`src/rtl/pl_pkg.sv`:
```
// shared constants of the polyline length block
`timescale 1ns / 1ps

package pl_pkg;

    // default field widths
    localparam int PL_COORD_WIDTH  = 16;
    localparam int PL_LENGTH_WIDTH = 32;

endpackage

```
`src/rtl/polyline_length.sv`:
```
// Running Euclidean length of a polyline, bit-serial squares and square root.
// A first vertex of a polyline goes from IDLE straight to ACC; any other vertex passes the
// shift-add squaring pass (SQR) and the two-bits-per-cycle square root loop (ROOT), which
// share one sequencer, before ACC. ACC waits until the output register is free.
// One vertex is in flight at a time: the next is taken once the result is registered;
// reset: i_rst_n synchronous active low clears the control and state registers only.
`timescale 1ns / 1ps

module polyline_length
    import pl_pkg::*;
#(
    parameter int COORD_WIDTH  = PL_COORD_WIDTH,
    parameter int LENGTH_WIDTH = PL_LENGTH_WIDTH
) (
    input  logic                                   i_clk,
    input  logic                                   i_rst_n,
    // vertex input: tdata = x_coord, y_coord (lowest first), tlast = last_point
    input  logic                                   i_s_tvalid,
    output logic                                   o_s_tready,
    input  logic [((2*COORD_WIDTH+7)/8)*8-1:0]     i_s_tdata,
    input  logic                                   i_s_tlast,
    // result output: tdata = path_length, tuser = saturated, tlast = is_total
    output logic                                   o_m_tvalid,
    input  logic                                   i_m_tready,
    output logic [((LENGTH_WIDTH+7)/8)*8-1:0]      o_m_tdata,
    output logic                                   o_m_tuser,
    output logic                                   o_m_tlast
);

    localparam int CW    = COORD_WIDTH;
    localparam int LW    = LENGTH_WIDTH;
    localparam int OW    = ((LENGTH_WIDTH + 7) / 8) * 8;
    localparam int SQW   = 2 * CW + 1;           // sum of squares
    localparam int RW    = SQW + 1;              // radicand, even width
    localparam int RTW   = CW + 1;               // root
    localparam int REMW  = CW + 3;               // partial remainder
    localparam int SW    = ((LW > RTW) ? LW : RTW) + 1;
    localparam int CNTW  = $clog2(CW + 1);

    typedef enum logic [3:0] {
        S_IDLE = 4'b0001,
        S_SQR  = 4'b0010,
        S_ROOT = 4'b0100,
        S_ACC  = 4'b1000
    } t_state;

    t_state              r_state, n_state;
    logic [CNTW-1:0]     r_cnt, n_cnt;
    logic [CW-1:0]       r_prev_x, n_prev_x;
    logic [CW-1:0]       r_prev_y, n_prev_y;
    logic [LW-1:0]       r_total, n_total;
    logic                r_have, n_have;
    logic                r_over, n_over;
    logic                r_dist_en, n_dist_en;
    logic                r_last, n_last;
    logic [CW-1:0]       r_dx, n_dx;
    logic [CW-1:0]       r_dy, n_dy;
    logic [CW-1:0]       r_mx, n_mx;
    logic [CW-1:0]       r_my, n_my;
    logic [SQW-1:0]      r_sq, n_sq;
    logic [RW-1:0]       r_rad, n_rad;
    logic [REMW-1:0]     r_rem, n_rem;
    logic [RTW-1:0]      r_root, n_root;
    logic                r_ovalid, n_ovalid;
    logic [LW-1:0]       r_olen, n_olen;
    logic                r_osat, n_osat;
    logic                r_olast, n_olast;

    logic [CW-1:0]       w_x, w_y;
    logic [CW:0]         w_diff_x, w_diff_y;
    logic [CW:0]         w_abs_x, w_abs_y;
    logic                w_in_xfer;
    logic                w_out_free;
    logic [SQW-1:0]      w_sq_next;
    logic [REMW-1:0]     w_rem_sh, w_trial;
    logic                w_ge;
    logic [SW-1:0]       w_sum;
    logic                w_sat;

    assign w_x        = i_s_tdata[CW-1:0];
    assign w_y        = i_s_tdata[2*CW-1:CW];
    assign o_s_tready = (r_state == S_IDLE);
    assign w_in_xfer  = i_s_tvalid && o_s_tready;
    assign w_out_free = !r_ovalid || i_m_tready;

    // absolute coordinate differences against the previous vertex
    always_comb begin
        w_diff_x = {w_x[CW-1], w_x} - {r_prev_x[CW-1], r_prev_x};
        w_diff_y = {w_y[CW-1], w_y} - {r_prev_y[CW-1], r_prev_y};
        w_abs_x  = w_diff_x[CW] ? (~w_diff_x + 1'b1) : w_diff_x;
        w_abs_y  = w_diff_y[CW] ? (~w_diff_y + 1'b1) : w_diff_y;
    end

    // shift-add squaring step, multiplier bits taken msb first
    assign w_sq_next = {r_sq[SQW-2:0], 1'b0}
                     + (r_mx[CW-1] ? {{(SQW-CW){1'b0}}, r_dx} : '0)
                     + (r_my[CW-1] ? {{(SQW-CW){1'b0}}, r_dy} : '0);

    // restoring square root step, two radicand bits per cycle
    assign w_rem_sh = {r_rem[REMW-3:0], r_rad[RW-1:RW-2]};
    assign w_trial  = {r_root, 2'b01};
    assign w_ge     = (w_rem_sh >= w_trial);

    // saturating accumulation
    always_comb begin
        w_sum = {{(SW-LW){1'b0}}, r_total};
        if (r_dist_en) begin
            w_sum = w_sum + {{(SW-RTW){1'b0}}, r_root};
        end
        w_sat = (w_sum >= {{(SW-LW){1'b0}}, {LW{1'b1}}});
    end

    // sequencer
    always_comb begin
        n_state   = r_state;
        n_cnt     = r_cnt;
        n_prev_x  = r_prev_x;
        n_prev_y  = r_prev_y;
        n_total   = r_total;
        n_have    = r_have;
        n_over    = r_over;
        n_dist_en = r_dist_en;
        n_last    = r_last;
        n_dx      = r_dx;
        n_dy      = r_dy;
        n_mx      = r_mx;
        n_my      = r_my;
        n_sq      = r_sq;
        n_rad     = r_rad;
        n_rem     = r_rem;
        n_root    = r_root;
        n_ovalid  = r_ovalid && !i_m_tready;
        n_olen    = r_olen;
        n_osat    = r_osat;
        n_olast   = r_olast;
        case (r_state)
            S_IDLE: begin
                if (w_in_xfer) begin
                    n_prev_x  = w_x;
                    n_prev_y  = w_y;
                    n_have    = 1'b1;
                    n_dist_en = r_have;
                    n_last    = i_s_tlast;
                    n_dx      = w_abs_x[CW-1:0];
                    n_dy      = w_abs_y[CW-1:0];
                    n_mx      = w_abs_x[CW-1:0];
                    n_my      = w_abs_y[CW-1:0];
                    n_sq      = '0;
                    n_cnt     = CNTW'(CW - 1);
                    n_state   = r_have ? S_SQR : S_ACC;
                end
            end
            S_SQR: begin
                n_sq = w_sq_next;
                n_mx = {r_mx[CW-2:0], 1'b0};
                n_my = {r_my[CW-2:0], 1'b0};
                if (r_cnt == '0) begin
                    n_rad   = {1'b0, w_sq_next};
                    n_rem   = '0;
                    n_root  = '0;
                    n_cnt   = CNTW'(CW);
                    n_state = S_ROOT;
                end else begin
                    n_cnt = r_cnt - 1'b1;
                end
            end
            S_ROOT: begin
                n_rad  = {r_rad[RW-3:0], 2'b00};
                n_rem  = w_ge ? (w_rem_sh - w_trial) : w_rem_sh;
                n_root = {r_root[RTW-2:0], w_ge};
                if (r_cnt == '0) begin
                    n_state = S_ACC;
                end else begin
                    n_cnt = r_cnt - 1'b1;
                end
            end
            S_ACC: begin
                if (w_out_free) begin
                    n_ovalid = 1'b1;
                    n_olen   = w_sat ? {LW{1'b1}} : w_sum[LW-1:0];
                    n_osat   = r_over || w_sat;
                    n_olast  = r_last;
                    n_total  = w_sat ? {LW{1'b1}} : w_sum[LW-1:0];
                    n_over   = r_over || w_sat;
                    // last vertex ends the polyline
                    if (r_last) begin
                        n_total  = '0;
                        n_over   = 1'b0;
                        n_have   = 1'b0;
                        n_prev_x = '0;
                        n_prev_y = '0;
                    end
                    n_state = S_IDLE;
                end
            end
            default: begin
                n_state = S_IDLE;
            end
        endcase
    end

    // control and state registers
    always_ff @(posedge i_clk) begin
        if (!i_rst_n) begin
            r_state  <= S_IDLE;
            r_cnt    <= '0;
            r_prev_x <= '0;
            r_prev_y <= '0;
            r_total  <= '0;
            r_have   <= 1'b0;
            r_over   <= 1'b0;
            r_ovalid <= 1'b0;
        end else begin
            r_state  <= n_state;
            r_cnt    <= n_cnt;
            r_prev_x <= n_prev_x;
            r_prev_y <= n_prev_y;
            r_total  <= n_total;
            r_have   <= n_have;
            r_over   <= n_over;
            r_ovalid <= n_ovalid;
        end
    end

    // datapath registers
    always_ff @(posedge i_clk) begin
        r_dist_en <= n_dist_en;
        r_last    <= n_last;
        r_dx      <= n_dx;
        r_dy      <= n_dy;
        r_mx      <= n_mx;
        r_my      <= n_my;
        r_sq      <= n_sq;
        r_rad     <= n_rad;
        r_rem     <= n_rem;
        r_root    <= n_root;
        r_olen    <= n_olen;
        r_osat    <= n_osat;
        r_olast   <= n_olast;
    end

    assign o_m_tvalid = r_ovalid;
    assign o_m_tdata  = OW'(r_olen);
    assign o_m_tuser  = r_osat;
    assign o_m_tlast  = r_olast;

endmodule

```
`config.mk`:
```
export PLATFORM = sky130hd
export DESIGN_NAME = polyline_length
export DESIGN_NICKNAME = d
export VERILOG_FILES = /design/src/rtl/pl_pkg.sv /design/src/rtl/polyline_length.sv
export SDC_FILE = /design/constraint.sdc
export NUM_CORES = 1
export LEC_CHECK = 0
export BUFFER_PORTS_ARGS = -buffer_cell sky130_fd_sc_hd__buf_4
export CELL_PAD_IN_SITES_DETAIL_PLACEMENT = 0
export CELL_PAD_IN_SITES_GLOBAL_PLACEMENT = 1
export CORE_UTILIZATION = 53
export DETAILED_ROUTE_END_ITERATION = 16
export PLACE_DENSITY_LB_ADDON = 0.15
export SLEW_MARGIN = 5
export SYNTH_ARGS = -nofsm -noshare
export SYNTH_HDL_FRONTEND = slang
export SYNTH_SLANG_ARGS = --single-unit
```
`constraint.sdc`:
```
create_clock -name i_clk -period 6.3 [get_ports i_clk]
set_input_delay 0 -clock i_clk [delete_from_list [all_inputs] [get_ports i_clk]]
set_output_delay 0 -clock i_clk [all_outputs]
set_load 0.02 [all_outputs]
```
==> metrics.txt <==
# TYPE chip_impl_metric gauge
chip_impl_metric{name="reg2reg_depth",unit=""} 14
chip_impl_metric{name="maxSlewViolCount",unit=""} 0
chip_impl_metric{name="grt_pass1_wl",unit="mm"} 66.5
chip_impl_metric{name="worst_pin_slew",unit="ns"} 1.06
chip_impl_info{name="worst_r2r_endpoint",value="r_rad[29]"} 1
chip_impl_metric{name="relative_area_change_from_synthesis_to_final_layout",unit="%"} 14.9
chip_impl_metric{name="yosysSeqAreaShare",unit="%"} 43.6
chip_impl_metric{name="total_die_area",unit="um2"} 33300
chip_impl_metric{name="routed-via-count",unit=""} 13689
chip_impl_metric{name="synth_compound_gate_area_share",unit="%"} 17.7
chip_impl_metric{name="start_util",unit="%"} 54.3
chip_impl_metric{name="whs_path_depth",unit=""} 6
chip_impl_metric{name="pwr-share-clk",unit="%"} 26.7
chip_impl_metric{name="clk_pin_slew",unit="ns"} 0.05
chip_impl_info{name="crit_path_end",value="r_rad[29]"} 1
chip_impl_metric{name="grt_pass1_vias",unit=""} 13223
chip_impl_info{name="setup_repair_after_global_routing_missed_its_margin",value="false"} 1
chip_impl_metric{name="grt.met2_usage",unit="%"} 43.1
chip_impl_metric{name="rel_slew_slack",unit="%"} 28.7
chip_impl_metric{name="post-route-period-util",unit="%"} 68.2
chip_impl_metric{name="finish.net_count",unit=""} 2017
chip_impl_info{name="hold_path.class",value="in2reg"} 1
chip_impl_metric{name="cp_max_fo",unit=""} 16
chip_impl_metric{name="async_flop_share",unit="%"} 0
chip_impl_metric{name="vias_per_cell",unit=""} 5.87
chip_impl_metric{name="maxCapViolations",unit=""} 0
chip_impl_metric{name="gr_met1_demand_resource",unit="%"} 31.9
chip_impl_metric{name="final_layout_size_suffix_gt1_share",unit="%"} 10.7
chip_impl_info{name="rr_startpoint",value="r_mx[15]"} 1
chip_impl_metric{name="synth_fp_nets",unit=""} 1924
chip_impl_metric{name="synth-xor-area-share",unit="%"} 4.47
chip_impl_metric{name="antenna_left",unit=""} 0
chip_impl_info{name="clk_root_buffer_cell",value="clkbuf_16"} 1
chip_impl_metric{name="hold_viol",unit=""} 0
chip_impl_metric{name="design.portCount",unit=""} 73
chip_impl_info{name="layout.cells.most_common_list",value="edfxtp_1 (200), nand2_1 (131), nor2_1 (122), a21oi_1 (108), inv_1 (103)"} 1
chip_impl_metric{name="antenna_found_initial",unit=""} 0
chip_impl_metric{name="drt_initial_violations",unit=""} 867
chip_impl_metric{name="highest_clock_rate",unit="MHz"} 233
chip_impl_metric{name="post-cts-setup-buffer-count",unit=""} 0
chip_impl_metric{name="static-leakage-power",unit="nW"} 7.55
chip_impl_info{name="worst_setup_path_category",value="reg2reg"} 1
chip_impl_metric{name="numClockSinks",unit=""} 276
chip_impl_metric{name="time_the_final_worst_path_needs_with_i_o_delays_and_setup",unit="ns"} 4.30
chip_impl_info{name="tritoncts",value="done"} 1
chip_impl_metric{name="sw_frac_of_total",unit="%"} 35.5
chip_impl_metric{name="die_width",unit="um"} 182
chip_impl_metric{name="power.total",unit="W"} 0.00763
chip_impl_info{name="kind_of_start_point_of_the_critical_path",value="register"} 1
chip_impl_metric{name="postSynthRegisterBits",unit=""} 276
chip_impl_metric{name="final.setup.tns",unit="ns"} 0
chip_impl_metric{name="timing.reg2reg.setup_slack",unit="ns"} 2.00
chip_impl_info{name="globalRoute.busiestLayer",value="met2"} 1
chip_impl_metric{name="yosysTopAreaCellShare",unit="%"} 34.8
chip_impl_metric{name="share_comb_of_total_power",unit="%"} 38.7
chip_impl_metric{name="clock_skew",unit="ns"} 0.0124
chip_impl_metric{name="clock_tree.buffer_depth",unit=""} 3
chip_impl_metric{name="synth_edf_count",unit=""} 200
chip_impl_metric{name="pwr-share-seq",unit="%"} 34.6
chip_impl_metric{name="maximum_number_of_pins_on_one_net_before_global_route_repair",unit=""} 70
chip_impl_metric{name="hpwlAfterDp",unit="mm"} 27.5
chip_impl_metric{name="power.ir.vdd_worst",unit="mV"} 0.233
chip_impl_metric{name="netSwitchingPower",unit="W"} 0.00271
chip_impl_metric{name="place.gp.congestion",unit=""} 0.909
chip_impl_metric{name="synth.yosys.warnings",unit=""} 0
chip_impl_metric{name="drt_pre_antenna_iters",unit=""} 5
chip_impl_metric{name="netlist_area",unit="um2"} 17300
chip_impl_metric{name="required",unit="ns"} 6.56
chip_impl_metric{name="clock_latency_at_the_later_pin_of_the_worst_skew_pair",unit="ns"} 0.52
chip_impl_metric{name="setup_viol_count_final",unit=""} 0
chip_impl_metric{name="gr-usage-met3",unit="%"} 2.95
chip_impl_info{name="outcome",value="completed"} 1
chip_impl_metric{name="io_buffers",unit=""} 72
chip_impl_metric{name="power.density_cell_area",unit="nW/um2"} 385
chip_impl_info{name="yosysTopAreaCell",value="edfxtp_1"} 1
chip_impl_metric{name="routed_length_per_instance",unit="um"} 17.3
chip_impl_metric{name="synthAdderAreaFrac",unit="%"} 8.59
chip_impl_metric{name="grt.total_usage",unit="%"} 24.6
chip_impl_info{name="worstSetupStartpoint",value="r_mx[15]"} 1
chip_impl_metric{name="coreArea",unit="um2"} 31800
chip_impl_info{name="synth_ff_type",value="edfxtp_1"} 1
chip_impl_metric{name="htree_num_levels",unit=""} 2
chip_impl_metric{name="synth_instances",unit=""} 1780
chip_impl_metric{name="drc",unit=""} 0
chip_impl_metric{name="synthesis.area_per_instance",unit="um2"} 9.69
chip_impl_metric{name="overflow",unit=""} 0
chip_impl_metric{name="num-fill-cells",unit=""} 2669
chip_impl_metric{name="internal_power",unit="W"} 0.00492
chip_impl_metric{name="synth_area_in_simple_gates",unit="%"} 18.8
chip_impl_metric{name="cts_buffers",unit=""} 35
chip_impl_info{name="synth_top_family_by_area",value="simple AND/OR/NAND/NOR gates"} 1
chip_impl_metric{name="wirelength",unit="mm"} 40.5
chip_impl_metric{name="insertedDiodeCount",unit=""} 0
chip_impl_metric{name="synth_cell_types",unit=""} 93
chip_impl_metric{name="arrival_time_of_the_worst_setup_path",unit="ns"} 4.55
chip_impl_info{name="synth_area_leaders",value="edfxtp_1 (35%), dfxtp_1 (8.8%), ha_1 (6.4%), a21oi_1 (3.2%), nand2_1 (2.9%)"} 1
chip_impl_info{name="worst_setup_ep_type",value="register"} 1
chip_impl_metric{name="synth.area.mux_share",unit="%"} 2.71
chip_impl_metric{name="fin_hold_ws",unit="ns"} 0.183
chip_impl_info{name="mostFrequentLayoutCell",value="edfxtp_1"} 1
chip_impl_metric{name="floorplan.rows",unit=""} 65
chip_impl_metric{name="chipHeight",unit="um"} 182
## stage by stage
stage | instances | utilization, % | setup slack, ns | area [um2]
final | 2334 | 62.4 | 2.00 | 19800
after global routing | 2334 | 62.4 | 1.60 | 19800
after CTS | 2334 | 62.4 | 1.99 | 19800
after detailed placement | 2224 | 57.2 | 1.99 | 18200
after global placement | 2224 | 57.2 | 2.06 | 18200
after floorplan | 1780 | - | 1.73 | 17300
## synth_stat cells, drive strengths merged, types with 16 or more instances
cell type / instances
o21a: 28
nor2: 122
inv: 105
fa: 19
mux2: 31
nor2b: 49
clkbuf: 66
nand2b: 29
edfxtp: 200
nand3: 54
dfxtp: 76
a31oi: 23
xor2: 32
nand2: 132
a22oi: 41
a21oi: 109
nor3: 52
xnor2: 56
or3: 32
nand4: 22
and2: 57
and3: 17
o31ai: 16
a21o: 21
ha: 88
o21ai: 101
## state kept, by name (all words and copies together), names as in the netlist, 4 cells and up
name,cells
r_cnt,5
r_sq,32
r_state,4
r_rad,34
r_dx,16
r_prev_x,16
r_my,16
r_root,17
r_total,32
r_mx,16
o_m_tdata,32
r_rem,17
r_prev_y,16
r_dy,16
## power groups by stage
stage	sequential (W)	combinational, W	clock (W)
after floorplan	0.00263	0.00222	0
after global placement	0.00267	0.00285	0
after detailed placement	0.00268	0.00289	0
after CTS	0.00265	0.00295	0.00209
after global routing	0.00268	0.00331	0.00214
final	0.00264	0.00295	0.00204
## timing repair
item                      CTS  global route
resized for setup           0             0
hold buffers               47             0
hold endpoints to repair   43             0
## area by class of cell
class | count | area (um2) | area share, %
multi-input combinational | 1318 | 9050 | 45.7
sequential | 276 | 7530 | 38.0
timing repair buffer | 136 | 1140 | 5.74
clock buffer | 48 | 987 | 4.98
tap | 435 | 544 | 2.74
inverter | 106 | 398 | 2.01
clock inverter | 15 | 178 | 0.896
## worst max-delay path, cell delays in order, from the launching register on
cell and delay [ns]:
edfxtp_1 0.54, and2_1 0.23, fa_1 0.51, ha_1 0.17
inv_1 0.06, fa_1 0.39, nor2b_1 0.11, o21ai_0 0.10
a21boi_1 0.16, o21ai_1 0.11, a211oi_1 0.27, nor2_1 0.15
o221ai_1 0.74, a21oi_1 0.13, or3_1 0.37
## logic make-up (layout without fill, tap and decap cells)
logic type      after synthesis  in the layout
fa+ha+maj                   107            107
compound gates              459            459
simple gates                622            622
mux                          42             42
xor+xnor                     88             88
buf+inv                     186            305
flops                       276            276
## metal layers
| layer | routed length (um) | share of wire [%] |
|---|---|---|
| met3 | 1690 | 4.2 |
| met2 | 19800 | 49 |
| met5 | 0 | 0 |
| met1 | 18100 | 45 |
| met4 | 863 | 2.1 |
## worst min path at each step
stage,start,endpoint,slack (ns)
floorplan,i_s_tlast,r_last,0.1
global placement,i_s_tlast,r_last,0.18
detailed placement,i_s_tlast,r_last,0.18
CTS,i_s_tvalid,r_state[1],0.16
global route,i_s_tvalid,r_state[1],0.21
finish,i_s_tvalid,r_state[1],0.18
(Power assumes the default switching activity.)
